**src/hw/rtl/cdq_pkg.sv**
```systemverilog
// cdq_pkg: shared constants, codes and the command type of the circular deque.
// No dependencies; used by the interfaces and every module of the block.
package cdq_pkg;

  // Storage geometry
  localparam int DEPTH     = 16;
  localparam int IDX_W     = (DEPTH > 1) ? $clog2(DEPTH) : 1;
  localparam int CNT_W     = $clog2(DEPTH + 1);
  localparam logic [IDX_W-1:0] IDX_LAST = IDX_W'(DEPTH - 1);
  localparam logic [CNT_W-1:0] CNT_FULL = CNT_W'(DEPTH);

  // Field widths
  localparam int WORD_W    = 32;
  localparam int OPC_W     = 3;
  localparam int STATUS_W  = 2;
  localparam int OUT_CNT_W = 5;

  // Command queue between front and back
  localparam int QDEPTH    = 2;
  localparam int QPTR_W    = (QDEPTH > 1) ? $clog2(QDEPTH) : 1;
  localparam int QCNT_W    = $clog2(QDEPTH + 1);

  // Opcodes
  localparam logic [OPC_W-1:0] OP_PUSH_FRONT = 3'd0;
  localparam logic [OPC_W-1:0] OP_PUSH_BACK  = 3'd1;
  localparam logic [OPC_W-1:0] OP_POP_FRONT  = 3'd2;
  localparam logic [OPC_W-1:0] OP_POP_BACK   = 3'd3;
  localparam logic [OPC_W-1:0] OP_PEEK_FRONT = 3'd4;
  localparam logic [OPC_W-1:0] OP_PEEK_BACK  = 3'd5;

  // Status codes
  localparam logic [STATUS_W-1:0] ST_OK    = 2'd0;
  localparam logic [STATUS_W-1:0] ST_FULL  = 2'd1;
  localparam logic [STATUS_W-1:0] ST_EMPTY = 2'd2;

  // Command kinds after decode
  localparam logic [1:0] CMD_NOP  = 2'd0;
  localparam logic [1:0] CMD_PUSH = 2'd1;
  localparam logic [1:0] CMD_POP  = 2'd2;
  localparam logic [1:0] CMD_PEEK = 2'd3;

  typedef struct packed {
    logic [1:0]               kind;
    logic                     at_back;
    logic signed [WORD_W-1:0] value;
  } cmd_t;

endpackage

```
**src/hw/rtl/cdq_ifs.sv**
```systemverilog
// cdq_ifs: request and response channel interfaces of the circular deque.
// Depends on cdq_pkg for field widths.
interface cdq_req_if;
  logic                              valid;
  logic                              ready;
  logic [cdq_pkg::OPC_W-1:0]         opcode;
  logic signed [cdq_pkg::WORD_W-1:0] value;

  modport source (output valid, output opcode, output value, input ready);
  modport sink   (input valid, input opcode, input value, output ready);
endinterface

interface cdq_rsp_if;
  logic                                valid;
  logic                                ready;
  logic signed [cdq_pkg::WORD_W-1:0]   data;
  logic [cdq_pkg::STATUS_W-1:0]        status;
  logic                                is_full;
  logic                                is_empty;
  logic [cdq_pkg::OUT_CNT_W-1:0]       count;

  modport source (output valid, output data, output status, output is_full,
                  output is_empty, output count, input ready);
  modport sink   (input valid, input data, input status, input is_full,
                  input is_empty, input count, output ready);
endinterface

```
**src/hw/rtl/circular_deque.sv**
```systemverilog
// circular_deque: double-ended queue of signed words in a ring buffer.
// A request passes through the front command register, command queue, back execute
// stage and response register. Throughput: one request per cycle while the receiver
// is ready; the back unit updates the end indices in the same cycle it issues the
// storage access, so back-to-back commands see fresh state.
// Reset (rst_n, synchronous, active low): empty deque, front index 0, back index
// DEPTH-1, all stages empty. Storage is not cleared; only written slots are read.
module circular_deque (
  input  logic         clk,
  input  logic         rst_n,
  cdq_req_if.sink      in_chan,
  cdq_rsp_if.source    out_chan
);

  // front -> queue
  logic          f_valid, f_ready;
  cdq_pkg::cmd_t f_cmd;
  // queue -> back
  logic          q_valid, q_ready;
  cdq_pkg::cmd_t q_cmd;

  // Front: request decode into a command register
  cdq_front u_front (
    .clk        (clk),
    .rst_n      (rst_n),
    .req_valid  (in_chan.valid),
    .req_ready  (in_chan.ready),
    .req_opcode (in_chan.opcode),
    .req_value  (in_chan.value),
    .cmd_valid  (f_valid),
    .cmd_ready  (f_ready),
    .cmd        (f_cmd)
  );

  // Short command queue so front and back stall independently
  cdq_cmd_queue u_queue (
    .clk      (clk),
    .rst_n    (rst_n),
    .wr_valid (f_valid),
    .wr_ready (f_ready),
    .wr_cmd   (f_cmd),
    .rd_valid (q_valid),
    .rd_ready (q_ready),
    .rd_cmd   (q_cmd)
  );

  // Back: index/count update, ring storage access, response register
  cdq_back u_back (
    .clk          (clk),
    .rst_n        (rst_n),
    .cmd_valid    (q_valid),
    .cmd_ready    (q_ready),
    .cmd          (q_cmd),
    .rsp_valid    (out_chan.valid),
    .rsp_ready    (out_chan.ready),
    .rsp_data     (out_chan.data),
    .rsp_status   (out_chan.status),
    .rsp_is_full  (out_chan.is_full),
    .rsp_is_empty (out_chan.is_empty),
    .rsp_count    (out_chan.count)
  );

endmodule

```
**src/hw/rtl/cdq_front.sv**
```systemverilog
// cdq_front: accepts requests and decodes the opcode into a command.
// Depends on cdq_pkg.
module cdq_front (
  input  logic                              clk,
  input  logic                              rst_n,
  input  logic                              req_valid,
  output logic                              req_ready,
  input  logic [cdq_pkg::OPC_W-1:0]         req_opcode,
  input  logic signed [cdq_pkg::WORD_W-1:0] req_value,
  output logic                              cmd_valid,
  input  logic                              cmd_ready,
  output cdq_pkg::cmd_t                     cmd
);

  logic [1:0] kind;
  logic       at_back;

  always_comb begin
    kind    = cdq_pkg::CMD_NOP;
    at_back = 1'b0;
    case (req_opcode)
      cdq_pkg::OP_PUSH_FRONT: kind = cdq_pkg::CMD_PUSH;
      cdq_pkg::OP_PUSH_BACK: begin
        kind    = cdq_pkg::CMD_PUSH;
        at_back = 1'b1;
      end
      cdq_pkg::OP_POP_FRONT: kind = cdq_pkg::CMD_POP;
      cdq_pkg::OP_POP_BACK: begin
        kind    = cdq_pkg::CMD_POP;
        at_back = 1'b1;
      end
      cdq_pkg::OP_PEEK_FRONT: kind = cdq_pkg::CMD_PEEK;
      cdq_pkg::OP_PEEK_BACK: begin
        kind    = cdq_pkg::CMD_PEEK;
        at_back = 1'b1;
      end
      default: kind = cdq_pkg::CMD_NOP;
    endcase
  end

  // Registered command stage (skid-free: refills when empty or draining)
  logic          cmd_valid_r, cmd_valid_nxt;
  cdq_pkg::cmd_t cmd_r;
  logic          load;

  assign req_ready = !cmd_valid_r || cmd_ready;
  assign load      = req_valid && req_ready;

  always_comb begin
    cmd_valid_nxt = cmd_valid_r;
    if (load) begin
      cmd_valid_nxt = 1'b1;
    end else if (cmd_ready) begin
      cmd_valid_nxt = 1'b0;
    end
  end

  always_ff @(posedge clk) begin
    if (!rst_n) begin
      cmd_valid_r <= 1'b0;
    end else begin
      cmd_valid_r <= cmd_valid_nxt;
    end
  end

  always_ff @(posedge clk) begin
    if (load) begin
      cmd_r.kind    <= kind;
      cmd_r.at_back <= at_back;
      cmd_r.value   <= req_value;
    end
  end

  assign cmd_valid = cmd_valid_r;
  assign cmd       = cmd_r;

endmodule

```
**src/hw/rtl/cdq_cmd_queue.sv**
```systemverilog
// cdq_cmd_queue: short command FIFO that decouples front and back.
// Depends on cdq_pkg.
module cdq_cmd_queue (
  input  logic          clk,
  input  logic          rst_n,
  input  logic          wr_valid,
  output logic          wr_ready,
  input  cdq_pkg::cmd_t wr_cmd,
  output logic          rd_valid,
  input  logic          rd_ready,
  output cdq_pkg::cmd_t rd_cmd
);

  cdq_pkg::cmd_t               slot_r [cdq_pkg::QDEPTH];
  logic [cdq_pkg::QPTR_W-1:0]  wr_ptr_r, wr_ptr_nxt;
  logic [cdq_pkg::QPTR_W-1:0]  rd_ptr_r, rd_ptr_nxt;
  logic [cdq_pkg::QCNT_W-1:0]  fill_r, fill_nxt;
  logic                        push, pop;

  localparam logic [cdq_pkg::QPTR_W-1:0] PTR_LAST = cdq_pkg::QPTR_W'(cdq_pkg::QDEPTH - 1);
  localparam logic [cdq_pkg::QCNT_W-1:0] FILL_MAX = cdq_pkg::QCNT_W'(cdq_pkg::QDEPTH);

  assign wr_ready = (fill_r != FILL_MAX);
  assign rd_valid = (fill_r != '0);
  assign push     = wr_valid && wr_ready;
  assign pop      = rd_valid && rd_ready;
  assign rd_cmd   = slot_r[rd_ptr_r];

  always_comb begin
    wr_ptr_nxt = wr_ptr_r;
    rd_ptr_nxt = rd_ptr_r;
    fill_nxt   = fill_r;
    if (push) begin
      wr_ptr_nxt = (wr_ptr_r == PTR_LAST) ? '0 : wr_ptr_r + 1'b1;
    end
    if (pop) begin
      rd_ptr_nxt = (rd_ptr_r == PTR_LAST) ? '0 : rd_ptr_r + 1'b1;
    end
    if (push && !pop) begin
      fill_nxt = fill_r + 1'b1;
    end else if (pop && !push) begin
      fill_nxt = fill_r - 1'b1;
    end
  end

  always_ff @(posedge clk) begin
    if (!rst_n) begin
      wr_ptr_r <= '0;
      rd_ptr_r <= '0;
      fill_r   <= '0;
    end else begin
      wr_ptr_r <= wr_ptr_nxt;
      rd_ptr_r <= rd_ptr_nxt;
      fill_r   <= fill_nxt;
    end
  end

  always_ff @(posedge clk) begin
    if (push) begin
      slot_r[wr_ptr_r] <= wr_cmd;
    end
  end

endmodule

```
**src/hw/rtl/cdq_back.sv**
```systemverilog
// cdq_back: executes deque commands against the ring storage and end indices,
// and holds the response register. Depends on cdq_pkg.
module cdq_back (
  input  logic                                clk,
  input  logic                                rst_n,
  input  logic                                cmd_valid,
  output logic                                cmd_ready,
  input  cdq_pkg::cmd_t                       cmd,
  output logic                                rsp_valid,
  input  logic                                rsp_ready,
  output logic signed [cdq_pkg::WORD_W-1:0]   rsp_data,
  output logic [cdq_pkg::STATUS_W-1:0]        rsp_status,
  output logic                                rsp_is_full,
  output logic                                rsp_is_empty,
  output logic [cdq_pkg::OUT_CNT_W-1:0]       rsp_count
);

  // Deque state
  logic [cdq_pkg::IDX_W-1:0] front_r, front_nxt;
  logic [cdq_pkg::IDX_W-1:0] back_r, back_nxt;
  logic [cdq_pkg::CNT_W-1:0] cnt_r, cnt_nxt;

  // Ring storage, no reset: entries are read only after a write
  logic signed [cdq_pkg::WORD_W-1:0] mem [cdq_pkg::DEPTH];
  logic signed [cdq_pkg::WORD_W-1:0] rd_data_r;
  logic [cdq_pkg::IDX_W-1:0]         wr_addr, rd_addr;
  logic                              wr_en;

  // Execute stage (waits on read data)
  logic                          pend_valid_r, pend_valid_nxt;
  logic                          pend_rd_r;
  logic [cdq_pkg::STATUS_W-1:0]  pend_status_r;
  logic [cdq_pkg::CNT_W-1:0]     pend_cnt_r;

  // Response register
  logic                              out_valid_r, out_valid_nxt;
  logic signed [cdq_pkg::WORD_W-1:0] out_data_r;
  logic [cdq_pkg::STATUS_W-1:0]      out_status_r;
  logic                              out_full_r, out_empty_r;
  logic [cdq_pkg::OUT_CNT_W-1:0]     out_cnt_r;

  logic                          take, pend_move, is_full, is_empty, rd_hit;
  logic [cdq_pkg::STATUS_W-1:0]  status;
  logic [cdq_pkg::IDX_W-1:0]     front_dec, back_inc, front_inc, back_dec;

  assign pend_move = pend_valid_r && (!out_valid_r || rsp_ready);
  assign cmd_ready = !pend_valid_r || pend_move;
  assign take      = cmd_valid && cmd_ready;

  assign is_full   = (cnt_r == cdq_pkg::CNT_FULL);
  assign is_empty  = (cnt_r == '0);
  assign front_dec = (front_r == '0) ? cdq_pkg::IDX_LAST : front_r - 1'b1;
  assign front_inc = (front_r == cdq_pkg::IDX_LAST) ? '0 : front_r + 1'b1;
  assign back_inc  = (back_r == cdq_pkg::IDX_LAST) ? '0 : back_r + 1'b1;
  assign back_dec  = (back_r == '0) ? cdq_pkg::IDX_LAST : back_r - 1'b1;

  always_comb begin
    front_nxt = front_r;
    back_nxt  = back_r;
    cnt_nxt   = cnt_r;
    status    = cdq_pkg::ST_OK;
    wr_en     = 1'b0;
    wr_addr   = back_inc;
    rd_hit    = 1'b0;
    rd_addr   = cmd.at_back ? back_r : front_r;
    case (cmd.kind)
      cdq_pkg::CMD_PUSH: begin
        if (is_full) begin
          status = cdq_pkg::ST_FULL;
        end else begin
          wr_en   = 1'b1;
          cnt_nxt = cnt_r + 1'b1;
          if (cmd.at_back) begin
            back_nxt = back_inc;
            wr_addr  = back_inc;
          end else if (is_empty) begin
            // first entry from the front lands at slot zero, both ends there
            front_nxt = '0;
            back_nxt  = '0;
            wr_addr   = '0;
          end else begin
            front_nxt = front_dec;
            wr_addr   = front_dec;
          end
        end
      end
      cdq_pkg::CMD_POP: begin
        if (is_empty) begin
          status = cdq_pkg::ST_EMPTY;
        end else begin
          rd_hit  = 1'b1;
          cnt_nxt = cnt_r - 1'b1;
          if (cnt_r == cdq_pkg::CNT_W'(1)) begin
            // drained: ends go back to their reset positions
            front_nxt = '0;
            back_nxt  = cdq_pkg::IDX_LAST;
          end else if (cmd.at_back) begin
            back_nxt = back_dec;
          end else begin
            front_nxt = front_inc;
          end
        end
      end
      cdq_pkg::CMD_PEEK: begin
        if (is_empty) begin
          status = cdq_pkg::ST_EMPTY;
        end else begin
          rd_hit = 1'b1;
        end
      end
      default: begin
        status = cdq_pkg::ST_OK;
      end
    endcase
  end

  always_comb begin
    pend_valid_nxt = pend_valid_r;
    if (take) begin
      pend_valid_nxt = 1'b1;
    end else if (pend_move) begin
      pend_valid_nxt = 1'b0;
    end
    out_valid_nxt = out_valid_r;
    if (pend_move) begin
      out_valid_nxt = 1'b1;
    end else if (rsp_ready) begin
      out_valid_nxt = 1'b0;
    end
  end

  always_ff @(posedge clk) begin
    if (!rst_n) begin
      front_r      <= '0;
      back_r       <= cdq_pkg::IDX_LAST;
      cnt_r        <= '0;
      pend_valid_r <= 1'b0;
      out_valid_r  <= 1'b0;
    end else begin
      if (take) begin
        front_r <= front_nxt;
        back_r  <= back_nxt;
        cnt_r   <= cnt_nxt;
      end
      pend_valid_r <= pend_valid_nxt;
      out_valid_r  <= out_valid_nxt;
    end
  end

  // Storage port: one write, one registered read
  always_ff @(posedge clk) begin
    if (take && wr_en) begin
      mem[wr_addr] <= cmd.value;
    end
    if (take) begin
      rd_data_r <= mem[rd_addr];
    end
  end

  always_ff @(posedge clk) begin
    if (take) begin
      pend_rd_r     <= rd_hit;
      pend_status_r <= status;
      pend_cnt_r    <= cnt_nxt;
    end
    if (pend_move) begin
      out_data_r   <= pend_rd_r ? rd_data_r : '0;
      out_status_r <= pend_status_r;
      out_full_r   <= (pend_cnt_r == cdq_pkg::CNT_FULL);
      out_empty_r  <= (pend_cnt_r == '0);
      out_cnt_r    <= cdq_pkg::OUT_CNT_W'(pend_cnt_r);
    end
  end

  assign rsp_valid    = out_valid_r;
  assign rsp_data     = out_data_r;
  assign rsp_status   = out_status_r;
  assign rsp_is_full  = out_full_r;
  assign rsp_is_empty = out_empty_r;
  assign rsp_count    = out_cnt_r;

endmodule

```
**src/flat_wrapper.sv**
```systemverilog
// flat-port wrapper written by rule: the top's interface ports become plain ports
module circular_deque_flat 
  (clk, rst_n, in_chan_valid, in_chan_opcode, in_chan_value, in_chan_ready, out_chan_valid, out_chan_data, out_chan_status, out_chan_is_full, out_chan_is_empty, out_chan_count, out_chan_ready);
  cdq_req_if in_chan_i ();
  cdq_rsp_if out_chan_i ();
  input  logic clk;
  input  logic rst_n;
  input wire logic [$bits(in_chan_i.valid)-1:0] in_chan_valid;
  input wire logic [$bits(in_chan_i.opcode)-1:0] in_chan_opcode;
  input wire logic [$bits(in_chan_i.value)-1:0] in_chan_value;
  output wire logic [$bits(in_chan_i.ready)-1:0] in_chan_ready;
  output wire logic [$bits(out_chan_i.valid)-1:0] out_chan_valid;
  output wire logic [$bits(out_chan_i.data)-1:0] out_chan_data;
  output wire logic [$bits(out_chan_i.status)-1:0] out_chan_status;
  output wire logic [$bits(out_chan_i.is_full)-1:0] out_chan_is_full;
  output wire logic [$bits(out_chan_i.is_empty)-1:0] out_chan_is_empty;
  output wire logic [$bits(out_chan_i.count)-1:0] out_chan_count;
  input wire logic [$bits(out_chan_i.ready)-1:0] out_chan_ready;
  assign in_chan_i.valid = in_chan_valid;
  assign in_chan_i.opcode = in_chan_opcode;
  assign in_chan_i.value = in_chan_value;
  assign in_chan_ready = in_chan_i.ready;
  assign out_chan_valid = out_chan_i.valid;
  assign out_chan_data = out_chan_i.data;
  assign out_chan_status = out_chan_i.status;
  assign out_chan_is_full = out_chan_i.is_full;
  assign out_chan_is_empty = out_chan_i.is_empty;
  assign out_chan_count = out_chan_i.count;
  assign out_chan_i.ready = out_chan_ready;
  circular_deque u_core (.clk(clk), .rst_n(rst_n), .in_chan(in_chan_i), .out_chan(out_chan_i));
endmodule
```
**config.mk**
```make
export PLATFORM = sky130hd
export DESIGN_NAME = circular_deque_flat
export DESIGN_NICKNAME = d
export VERILOG_FILES = /design/src/hw/rtl/cdq_pkg.sv /design/src/hw/rtl/cdq_ifs.sv /design/src/hw/rtl/circular_deque.sv /design/src/hw/rtl/cdq_front.sv /design/src/hw/rtl/cdq_cmd_queue.sv /design/src/hw/rtl/cdq_back.sv /design/src/flat_wrapper.sv
export SDC_FILE = /design/constraint.sdc
export NUM_CORES = 1
export LEC_CHECK = 0
export BUFFER_PORTS_ARGS = -buffer_cell sky130_fd_sc_hd__buf_4
export CAP_MARGIN = 20
export CORE_UTILIZATION = 30
export CTS_BUF_LIST = sky130_fd_sc_hd__clkbuf_8 sky130_fd_sc_hd__clkbuf_16
export DETAILED_ROUTE_END_ITERATION = 8
export HOLD_SLACK_MARGIN = 0.06
export SLEW_MARGIN = 10
export SYNTH_ARGS = -nofsm -noshare
export SYNTH_HDL_FRONTEND = slang
export SYNTH_HIERARCHICAL = 1
export SYNTH_SLANG_ARGS = --single-unit
```
**constraint.sdc**
```tcl
create_clock -name clk -period 7.2 [get_ports clk]
set_input_delay 0.72 -clock clk [delete_from_list [all_inputs] [get_ports clk]]
set_output_delay 0.72 -clock clk [all_outputs]
set_load 0.01 [all_outputs]
```
==> impl_metrics.env <==
export IMPL_vdd_drop_max_mv=0.257
export IMPL_syn_nets=1581
export IMPL_core_mm2=0.0906
export IMPL_ys_warnings_count=6
export IMPL_wire_per_inst_um=21.2
export IMPL_synthCells=1529
export IMPL_antenna_cells_inserted=0
export IMPL_synthDistinctLibCells=64
export IMPL_clock_skew_ns=0.0327
export IMPL_finalWirelength_mm=61.1
export IMPL_fp_row_count=110
export IMPL_critPathMaxFanout=35
export IMPL_grtUsageMet1_pct=17.8
export IMPL_finalMaxSlewViolations=0
export IMPL_drtIter0Drc=1496
export IMPL_cts_tree="built"
export IMPL_hold_end="u_core/u_front/cmd[29]"
export IMPL_first_pass_iters=9
export IMPL_cts_path_max_buffers=3
export IMPL_cts_repair_resized=0
export IMPL_use_met2_pct=21.3
export IMPL_critical_path_startpoint_type="register"
export IMPL_fmax_mhz=220
export IMPL_synth_top_cell_by_area="edfxtp_1"
export IMPL_ant_nets=0
export IMPL_tns_ns=0
export IMPL_cts_buffers=77
export IMPL_dieHeight_um=305
export IMPL_dpl_hpwl_mm=34.9
export IMPL_clk_latency_ns=0.62
export IMPL_met3_usage_pct=1.90
export IMPL_synth_seq_area_share_pct=77.4
export IMPL_outcome="finished clean"
export IMPL_num_io_pins=82
export IMPL_htreeDepth=3
export IMPL_cts_hold_buf=0
export IMPL_worstSetupPathType="reg2reg"
export IMPL_drive_above_1_share_pct=18.2
export IMPL_hp_start="in_chan_value[29]"
export IMPL_required_ns=7.45
export IMPL_antenna_found_initial=0
export IMPL_cts_root_buffer="clkbuf_16"
export IMPL_fin_crit_ns=4.55
export IMPL_max_slew_margin_pct=29.1
export IMPL_cp_end_kind="register"
export IMPL_hold_class="in2reg"
export IMPL_initial_utilization_pct=30.5
export IMPL_regToRegSetupSlack_ns=2.65
export IMPL_grt_first_pass_wirelength_mm=91.3
export IMPL_via_per_inst=4.89
export IMPL_synth_edf_count=698
export IMPL_ys_ff_latch=719
export IMPL_synth_top_area_share_pct=75.9
export IMPL_nNetsFinal=1697
export IMPL_die_area_mm2=0.0933
export IMPL_post_cts_setup_buffers=0
export IMPL_synthTopCellsByCount="edfxtp_1 (698), mux2i_1 (261), o22ai_1 (130)"
export IMPL_grt_setup_unrepaired="false"
export IMPL_pre_cts_slack_ns=2.60
export IMPL_globalRouteTotalUtil_pct=13.0
export IMPL_grt_max_degree=113
export IMPL_total_power_mw=12.4
export IMPL_async_flop_share_pct=0
export IMPL_synth_ff_type="edfxtp_1"
export IMPL_fin_crit_sh_pct=63.2
export IMPL_io_buffers=81
export IMPL_r2r_cells=9
export IMPL_top_usage_layer="met2"
export IMPL_die_w_um=305
export IMPL_vias=14094
export IMPL_worstPathArrival_ns=4.80
export IMPL_max_cap_violations=0
export IMPL_hold_viol=0
export IMPL_hold_depth=1
export IMPL_tightest_slew_ns=1.06
export IMPL_setup_slack_ns=2.65
export IMPL_drc=0
export IMPL_cts_sinks=719
export IMPL_synth_most_common_cell="edfxtp_1"
export IMPL_finalSetupViolations=0
export IMPL_grt_pass1_vias=14421
export IMPL_p_per_area_mw_per_mm2=384
export IMPL_synth_avg_cell_area_um2=18.1
export IMPL_p_leak_nw=11.2
export IMPL_syn_to_final_growth_pct=17.2
export IMPL_syn_area_mm2=0.0276
export IMPL_gp_congestion=0.824
export IMPL_r2r_end="u_core/u_back/mem[10][27]"
export IMPL_clk_pin_slew_ns=0.06
export IMPL_synthTopCellsByArea="edfxtp_1 (76%), mux2i_1 (9.5%), o22ai_1 (2.9%)"
export IMPL_overflow=0
## cells in the final DEF, fill, tap and decap left out, drive strengths merged, types with 4 or more instances in the layout
cell type / Yosys / layout
inv: 21 / 38
or4b: 5 / 5
or4: 34 / 34
edfxtp: 698 / 698
nor3: 9 / 9
and2: 38 / 38
nor2b: 4 / 4
mux2: 38 / 38
clkbuf: 39 / 78
nor2: 13 / 13
nor3b: 5 / 5
clkinvlp: 0 / 4
a21oi: 23 / 23
mux2i: 261 / 261
bufinv: 0 / 9
buf: 39 / 115
a21boi: 4 / 4
xnor2: 6 / 6
a31oi: 10 / 10
and3: 6 / 6
clkinv: 0 / 31
o211ai: 5 / 5
o21ai: 18 / 18
nand4: 4 / 4
dfxtp: 21 / 21
and3b: 4 / 4
nand2: 14 / 14
or3: 5 / 5
ha: 13 / 13
o22ai: 130 / 130
nand3: 8 / 8
o21a: 4 / 4
## report_power, final
group	internal (mW)	switching, mW	leakage [nW]
Clock	2.30	1.59	1.28
Combinational	1.10	1.96	3.40
Sequential	5.34	0.152	6.54
## final cells by class
| class | count | area [um^2] |
|---|---|---|
| fillers | 8355 | 58200 |
| flip-flops and latches | 719 | 21400 |
| multi-input cells | 711 | 6040 |
| clock buffers | 78 | 1950 |
| well taps | 1176 | 1470 |
| repair buffers | 115 | 888 |
| clock inverters | 61 | 559 |
| inverters | 21 | 78.8 |
## critical path: stages, from the launching register on
cell,delay (ns)
dfxtp_2,0.31
buf_4,0.45
mux2_2,0.44
inv_1,0.09
ha_1,0.48
inv_1,0.16
nor4_1,0.57
or4b_2,0.80
a21oi_4,0.41
buf_4,0.47
## metal layers
metal  wire (um)  part of all wire (%)
met1       27500                    45
met2       29500                    48
met3        3070                   5.0
met4        1030                   1.7
met5           0                     0
## per-stage QoR
stage                     instances  hold WS, ns  area (um^2)  util, %
after floorplan                1529        0.400        27600        -
after CTS                      2881        0.240        32400     35.8
after global placement         2742        0.412        29900     33.0
after global routing           2881        0.259        32400     35.8
final                          2881        0.282        32400     35.8
after detailed placement       2742        0.410        29900     33.0
## cells by family (layout without fill, tap and decap cells)
group                    after synthesis  count (layout)  share of synthesized area [%]
multiplexers                         299             299                           11.0
AND/OR/NAND/NOR                      162             162                           3.79
AO/OA/AOI/OAI                        228             228                           5.35
flip-flops                           719             719                           77.4
buffers and inverters                 99             275                           1.55
adder cells (fa/ha/maj)               13              13                          0.589
XOR/XNOR                               9               9                          0.285
## worst max path at each step
stage | start | end | cells past startpoint
floorplan | register | u_core/u_back/mem[2][0] | 9
global placement | register | u_core/u_back/mem[14][24] | 9
detailed placement | register | u_core/u_back/mem[10][22] | 9
CTS | register | u_core/u_back/mem[10][24] | 9
global route | register | u_core/u_back/mem[10][24] | 9
finish | register | u_core/u_back/mem[10][27] | 9
## flip-flops by register name (all words and copies together), names as in the netlist, 2 cells and up, named ones only
register                     flops
u_core/u_back/back_r             4
u_core/u_back/cnt_r              5
u_core/u_back/front_r            4
u_core/u_back/mem              512
u_core/u_back/pend_cnt_r         5
u_core/u_back/pend_status_r      2
u_core/u_back/rd_data_r         32
u_core/u_back/rsp_count          5
u_core/u_back/rsp_data          32
u_core/u_back/rsp_status         2
u_core/u_front/cmd              35
u_core/u_queue/fill_r            2
u_core/u_queue/slot_r           70
(Power assumes the default switching activity.)
